`config.mk`:
```
export PLATFORM = sky130hd
export DESIGN_NAME = lpe_ctrl
export DESIGN_NICKNAME = d
export VERILOG_FILES = /design/src/lpe_pkg.sv /design/src/lpe_ctrl.sv
export SDC_FILE = /design/constraint.sdc
export NUM_CORES = 1
export LEC_CHECK = 0
export ABC_AREA = 1
export BUFFER_PORTS_ARGS = -buffer_cell sky130_fd_sc_hd__clkbuf_2
export CORE_AREA = 8 8 45 47
export CTS_CLUSTER_DIAMETER = 40
export DETAILED_ROUTE_END_ITERATION = 10
export DIE_AREA = 0 0 53 55
export MAX_ROUTING_LAYER = met4
export PLACE_DENSITY_LB_ADDON = 0.2
export SLEW_MARGIN = 20
export SYNTH_ARGS = -nofsm -noshare
export SYNTH_HDL_FRONTEND = slang
export SYNTH_SLANG_ARGS = --single-unit
```
`constraint.sdc`:
```
create_clock -name clk_i -period 1.45 [get_ports clk_i]
set_clock_uncertainty 0.15 [all_clocks]
set_input_delay 0.145 -clock clk_i [delete_from_list [all_inputs] [get_ports clk_i]]
set_output_delay 0.145 -clock clk_i [all_outputs]
set_load 0.1 [all_outputs]
```
`src/lpe_pkg.sv`:
```
// ----------------------------------------------------------------------------
// lpe_pkg
// Types and constants shared by the node polynomial evaluator modules.
// ----------------------------------------------------------------------------
`default_nettype none

package lpe_pkg;

  localparam int unsigned COORD_WIDTH = 32;
  localparam int unsigned MANT_W      = 32;
  localparam int unsigned ACC_W       = 64;
  localparam int unsigned SHV_W       = 95;

  localparam logic OP_LOAD = 1'b0;
  localparam logic OP_EVAL = 1'b1;

  localparam logic [1:0] REG_ACTIVE_COUNT   = 2'd0;
  localparam logic [1:0] REG_SCALE_MANTISSA = 2'd1;
  localparam logic [1:0] REG_SCALE_EXPONENT = 2'd2;

  localparam logic [1:0] MSEL_RE_A = 2'd0;
  localparam logic [1:0] MSEL_RE_B = 2'd1;
  localparam logic [1:0] MSEL_IM_A = 2'd2;
  localparam logic [1:0] MSEL_IM_B = 2'd3;

  localparam logic [30:0] SCALE_MANT_RESET = 31'd1073741824;

  typedef struct packed {
    logic                          operation;
    logic [7:0]                    index;
    logic signed [COORD_WIDTH-1:0] value_re;
    logic signed [COORD_WIDTH-1:0] value_im;
  } in_item_t;

  typedef struct packed {
    logic signed [COORD_WIDTH-1:0] result_re;
    logic signed [COORD_WIDTH-1:0] result_im;
    logic                          overflow;
  } out_item_t;

  typedef struct packed {
    logic [8:0]         active_count;
    logic [30:0]        scale_mantissa;
    logic signed [7:0]  scale_exponent;
  } lpe_cfg_t;

  typedef struct packed {
    logic       start;
    logic       load;
    logic       rd;
    logic       diff;
    logic       ncnt;
    logic       nap_d;
    logic       nap_p;
    logic       mul;
    logic [1:0] msel;
    logic       sc;
    logic       scsel;
    logic       shf;
    logic       outld;
  } lpe_cmd_t;

  typedef struct packed {
    logic nodes_done;
  } lpe_sts_t;

endpackage

`default_nettype wire

```
`src/lpe_ctrl.sv`:
```
// ----------------------------------------------------------------------------
// lpe_ctrl
// Sequencer: per node read, difference, normalize, four-step complex
// multiply, normalize; then scale, shift and saturate into the output.
// ----------------------------------------------------------------------------
`default_nettype none

module lpe_ctrl
  import lpe_pkg::*;
(
  input  wire logic     clk_i,
  input  wire logic     rst_ni,
  input  wire logic     in_valid_i,
  input  wire logic     in_op_i,
  output logic          in_ready_o,
  output logic          out_valid_o,
  input  wire logic     out_ready_i,
  input  wire lpe_sts_t sts_i,
  output lpe_cmd_t      cmd_o
);

  typedef enum logic [3:0] {
    ST_IDLE, ST_CHK, ST_RD, ST_DIFF, ST_NCD, ST_NAD, ST_MUL,
    ST_NCP, ST_NAP, ST_SC0, ST_SC1, ST_SHF, ST_OUT
  } state_e;

  state_e     state_q, state_d;
  logic [1:0] msel_q, msel_d;
  logic       out_valid_q, out_valid_d;
  logic       out_free;

  assign out_free    = !out_valid_q || out_ready_i;
  assign in_ready_o  = (state_q == ST_IDLE);
  assign out_valid_o = out_valid_q;

  always_comb begin
    cmd_o       = '0;
    cmd_o.msel  = msel_q;
    state_d     = state_q;
    msel_d      = msel_q;
    out_valid_d = out_valid_q && !out_ready_i;
    case (state_q)
      ST_IDLE: begin
        if (in_valid_i) begin
          if (in_op_i == OP_EVAL) begin
            cmd_o.start = 1'b1;
            state_d     = ST_CHK;
          end else begin
            cmd_o.load = 1'b1;
          end
        end
      end
      ST_CHK:  state_d = sts_i.nodes_done ? ST_SC0 : ST_RD;
      ST_RD: begin
        cmd_o.rd = 1'b1;
        state_d  = ST_DIFF;
      end
      ST_DIFF: begin
        cmd_o.diff = 1'b1;
        state_d    = ST_NCD;
      end
      ST_NCD: begin
        cmd_o.ncnt = 1'b1;
        state_d    = ST_NAD;
      end
      ST_NAD: begin
        cmd_o.nap_d = 1'b1;
        msel_d      = MSEL_RE_A;
        state_d     = ST_MUL;
      end
      ST_MUL: begin
        cmd_o.mul = 1'b1;
        msel_d    = msel_q + 2'd1;
        if (msel_q == MSEL_IM_B) state_d = ST_NCP;
      end
      ST_NCP: begin
        cmd_o.ncnt = 1'b1;
        state_d    = ST_NAP;
      end
      ST_NAP: begin
        cmd_o.nap_p = 1'b1;
        state_d     = ST_CHK;
      end
      ST_SC0: begin
        cmd_o.sc    = 1'b1;
        cmd_o.scsel = 1'b0;
        state_d     = ST_SC1;
      end
      ST_SC1: begin
        cmd_o.sc    = 1'b1;
        cmd_o.scsel = 1'b1;
        state_d     = ST_SHF;
      end
      ST_SHF: begin
        cmd_o.shf = 1'b1;
        state_d   = ST_OUT;
      end
      ST_OUT: begin
        if (out_free) begin
          cmd_o.outld = 1'b1;
          out_valid_d = 1'b1;
          state_d     = ST_IDLE;
        end
      end
      default: state_d = ST_IDLE;
    endcase
  end

  always_ff @(posedge clk_i or negedge rst_ni) begin
    if (!rst_ni) begin
      state_q     <= ST_IDLE;
      msel_q      <= MSEL_RE_A;
      out_valid_q <= 1'b0;
    end else begin
      state_q     <= state_d;
      msel_q      <= msel_d;
      out_valid_q <= out_valid_d;
    end
  end

endmodule

`default_nettype wire

```
==> flow_summary_export.csv <==
group,metric,value,unit
clock_network,clk_root_buffer_cell,"clkbuf_4",
clock_network,cts_buffers,3,
worst_setup_path,critical_path_arrival,1.40,ns
finish,nFillCells,55,
placed_design,numPortBuffers,21,
worst_setup_path,crit_chain,"nand2_2, nand4_1, clkinvlp_4, buf_12",
timing,setup_viol,13,
worst_setup_path,max_stage_delay,0.48,ns
logic_synthesis,synth_area,462,sq um
logic_synthesis,synthSimpleGateAreaFrac,0.447,
timing,worst_slew_pin_slew,0.218,ns
outcome,status,"complete, but fails checks",
global_routing,grt_max_degree,8,
placed_design,placed_cell_area,1050,sq um
worst_setup_path,critPathTopFamily,"flip-flops",
logic_synthesis,ys_warn_count,0,
outcome,failed_checks,"setup timing",
worst_setup_path,startpoint_type,"flop",
route,drt_iter0_drc,20,
logic_synthesis,synth_cell_types,15,
timing,fmax,0.591,GHz
route,drc,0,
floorplanning,die_w,53,um
clock_network,cts.sinks,7,
floorplanning,io_pins,22,
logic_synthesis,syn_nets,78,
placed_design,hpwl,1360,um
clock_network,max-clock-path-buffers,2,
finish,seq_area,186,sq um
clock_network,cts_tree,"done",
clock_network,clk_latency,0.24,ns
global_routing,track_usage,0.154,
route,firstDrtPassIters,4,
clock_network,cts.clk_slew.worst_paths,0.05,ns
floorplanning,die_y,55,um
worst_setup_path,end_kind,"output pin",
timing,fin_crit_sh,1.17,
finish,fin_cells,137,
finish,fin_area,1260,sq um
finish,drive_gt1_frac,0.736,
clock_network,cts-htree-levels,1,
finish,multiInputGateArea,379,sq um
job,maxCapViolations,0,
finish,nets,129,
worst_setup_path,crit_buf_inv,2,
logic_synthesis,netlist.top_cell.by_area,"dfrtp_1",
logic_synthesis,ys_seq_area_frac,0.379,
timing,maxSlewHeadroom,0.855,
placed_design,place_congestion,0.884,
floorplanning,core,1380,sq um
floorplanning,start_util,0.334,
worst_setup_path,critPathKind,"flop to output pin",
logic_synthesis,synth_top_area_frac,0.379,
route,antenna_left,0,
floorplanning,die-area,2920,sq um
floorplanning,num_rows,14,
logic_synthesis,ys_ff_latch,7,
timing,finalHoldViolCount,0,
route,wirelength,2410,um
worst_setup_path,cp.required,1.15,ns
logic_synthesis,synth_top_family_by_area,"simple AND/OR/NAND/NOR gates",
route,wire_per_inst,17.6,um
global_routing,antenna_found_initial,0,
timing,worst_slack,-0.243,ns
worst_hold_path,hp-class,"input port to flop",
global_routing,first_global_vias,708,
logic_synthesis,synth.area.mux_share,0,
placed_design,dp_cells,119,
timing,fin_crit,1.69,ns
route,vias_per_cell,5.16,
logic_synthesis,synthAdderAreaFrac,0.0271,
logic_synthesis,avgSynthCellArea,6.50,sq um
timing,slew_viol_final,0,
timing,rsz0062_at_grt,"yes",
worst_setup_path,critPathSlowestCell,"dfrtp_2",
finish,syn2layout_area_growth,172,%
worst_setup_path,crit_path_max_fanout,5,
logic_synthesis,yosys.area_share.xor_xnor,0,
global_routing,grt_overflow,0,
route,vias,707,
logic_synthesis,synth.area.top_cells,"dfrtp_1, nand2_1, nand3_1, inv_1, nor2_1",
finish,antenna_cells,0,
logic_synthesis,synthCells,71,
global_routing,grt_pass1_wl,3260,um
logic_synthesis,synth-compound-area-share,0.0325,
[flip-flops by register name, summed over array words and instances, names as in the netlist]
signal	cells
out_valid_o	1
state_q	4
msel_q	2
[repair_timing]
item | 4_1_cts | 5_1_grt
endpoints found under the setup margin | 13 | 14
setup buffers | 9 | 3
endpoints found under the hold margin | 8 | 0
resized for setup | 13 | 4
pin swaps | 10 | 4
hold buffers | 2 | 0
[path summary, 6_finish.rpt]
kind	startpoint	end	slack (ns)	cells after the start
setup / recovery	state_q[0]	cmd_o[3]	-0.24	4
hold / removal	sts_i	state_q[3]	0.10	3
setup reg to reg	state_q[0]	state_q[1]	0.03	5
hold reg to reg	msel_q[1]	msel_q[1]	0.39	2
max in group asynchronous	rst_ni	out_valid_o	0.84	2
min in group asynchronous	rst_ni	state_q[1]	0.12	2
[stage by stage]
step	worst slack (ns)	utilization	setup TNS, ns	hold slack, ns
2_1_floorplan	-0.523	-	-2.19	-0.301
3_3_place_gp	0.0303	0.757	0	-0.161
3_5_place_dp	-0.00671	0.757	-0.00671	-0.157
4_1_cts	-0.202	0.870	-2.05	0.0681
5_1_grt	-0.308	0.908	-3.31	0.0843
6_report	-0.243	0.908	-2.49	0.103
[cell usage after synthesis]
cell type,n
clkinv_1,1
nor2_2,1
nor2_1,10
o21ai_1,1
nand4_1,4
nand2_1,19
inv_1,10
o21ai_0,1
ha_1,1
inv_2,3
a21oi_1,1
nor3_1,3
nand3_1,8
nor2_4,1
dfrtp_1,7
[cell families after synthesis]
group / after synthesis
AOI/OAI and AO/OA: 3
adders and majority gates: 1
buffers and inverters: 14
DFF: 7
and+or+nand+nor: 46
[layout by cell type (no fill, tap or decap), drive strengths merged]
| cell | count |
|---|---|
| a21oi | 1 |
| dfrtp | 7 |
| inv | 10 |
| nand2 | 19 |
| clkbuf | 9 |
| ha | 1 |
| o21ai | 2 |
| nand3 | 8 |
| nor3 | 3 |
| clkinvlp | 3 |
| nand4 | 4 |
| dlygate4sd3 | 2 |
| clkinv | 1 |
| buf | 39 |
| nor2 | 12 |
[final cells by class]
cell class | count | share of cell area
clock buffer | 4 | 0.0209
multi-input combinational | 50 | 0.302
inverter | 14 | 0.0598
tap | 16 | 0.0159
timing repair buffer | 46 | 0.453
sequential | 7 | 0.148
[tightest hold or removal path, delay by kind of cell]
family                 cells  cell delay (ns)
buffers and inverters      1             0.11
and+or+nand+nor            2             0.18
[metal layers]
metal,part of all wire,vias to the layer above,GRT usage
met5,0,-,-
met4,0.044,0,0.0862
met3,0.044,12,0.0214
met2,0.55,29,0.285
met1,0.36,337,0.152
li1,-,329,-
Power is not shown: default switching activity piles up to over one toggle a cycle in this logic, so the estimate is an artifact.
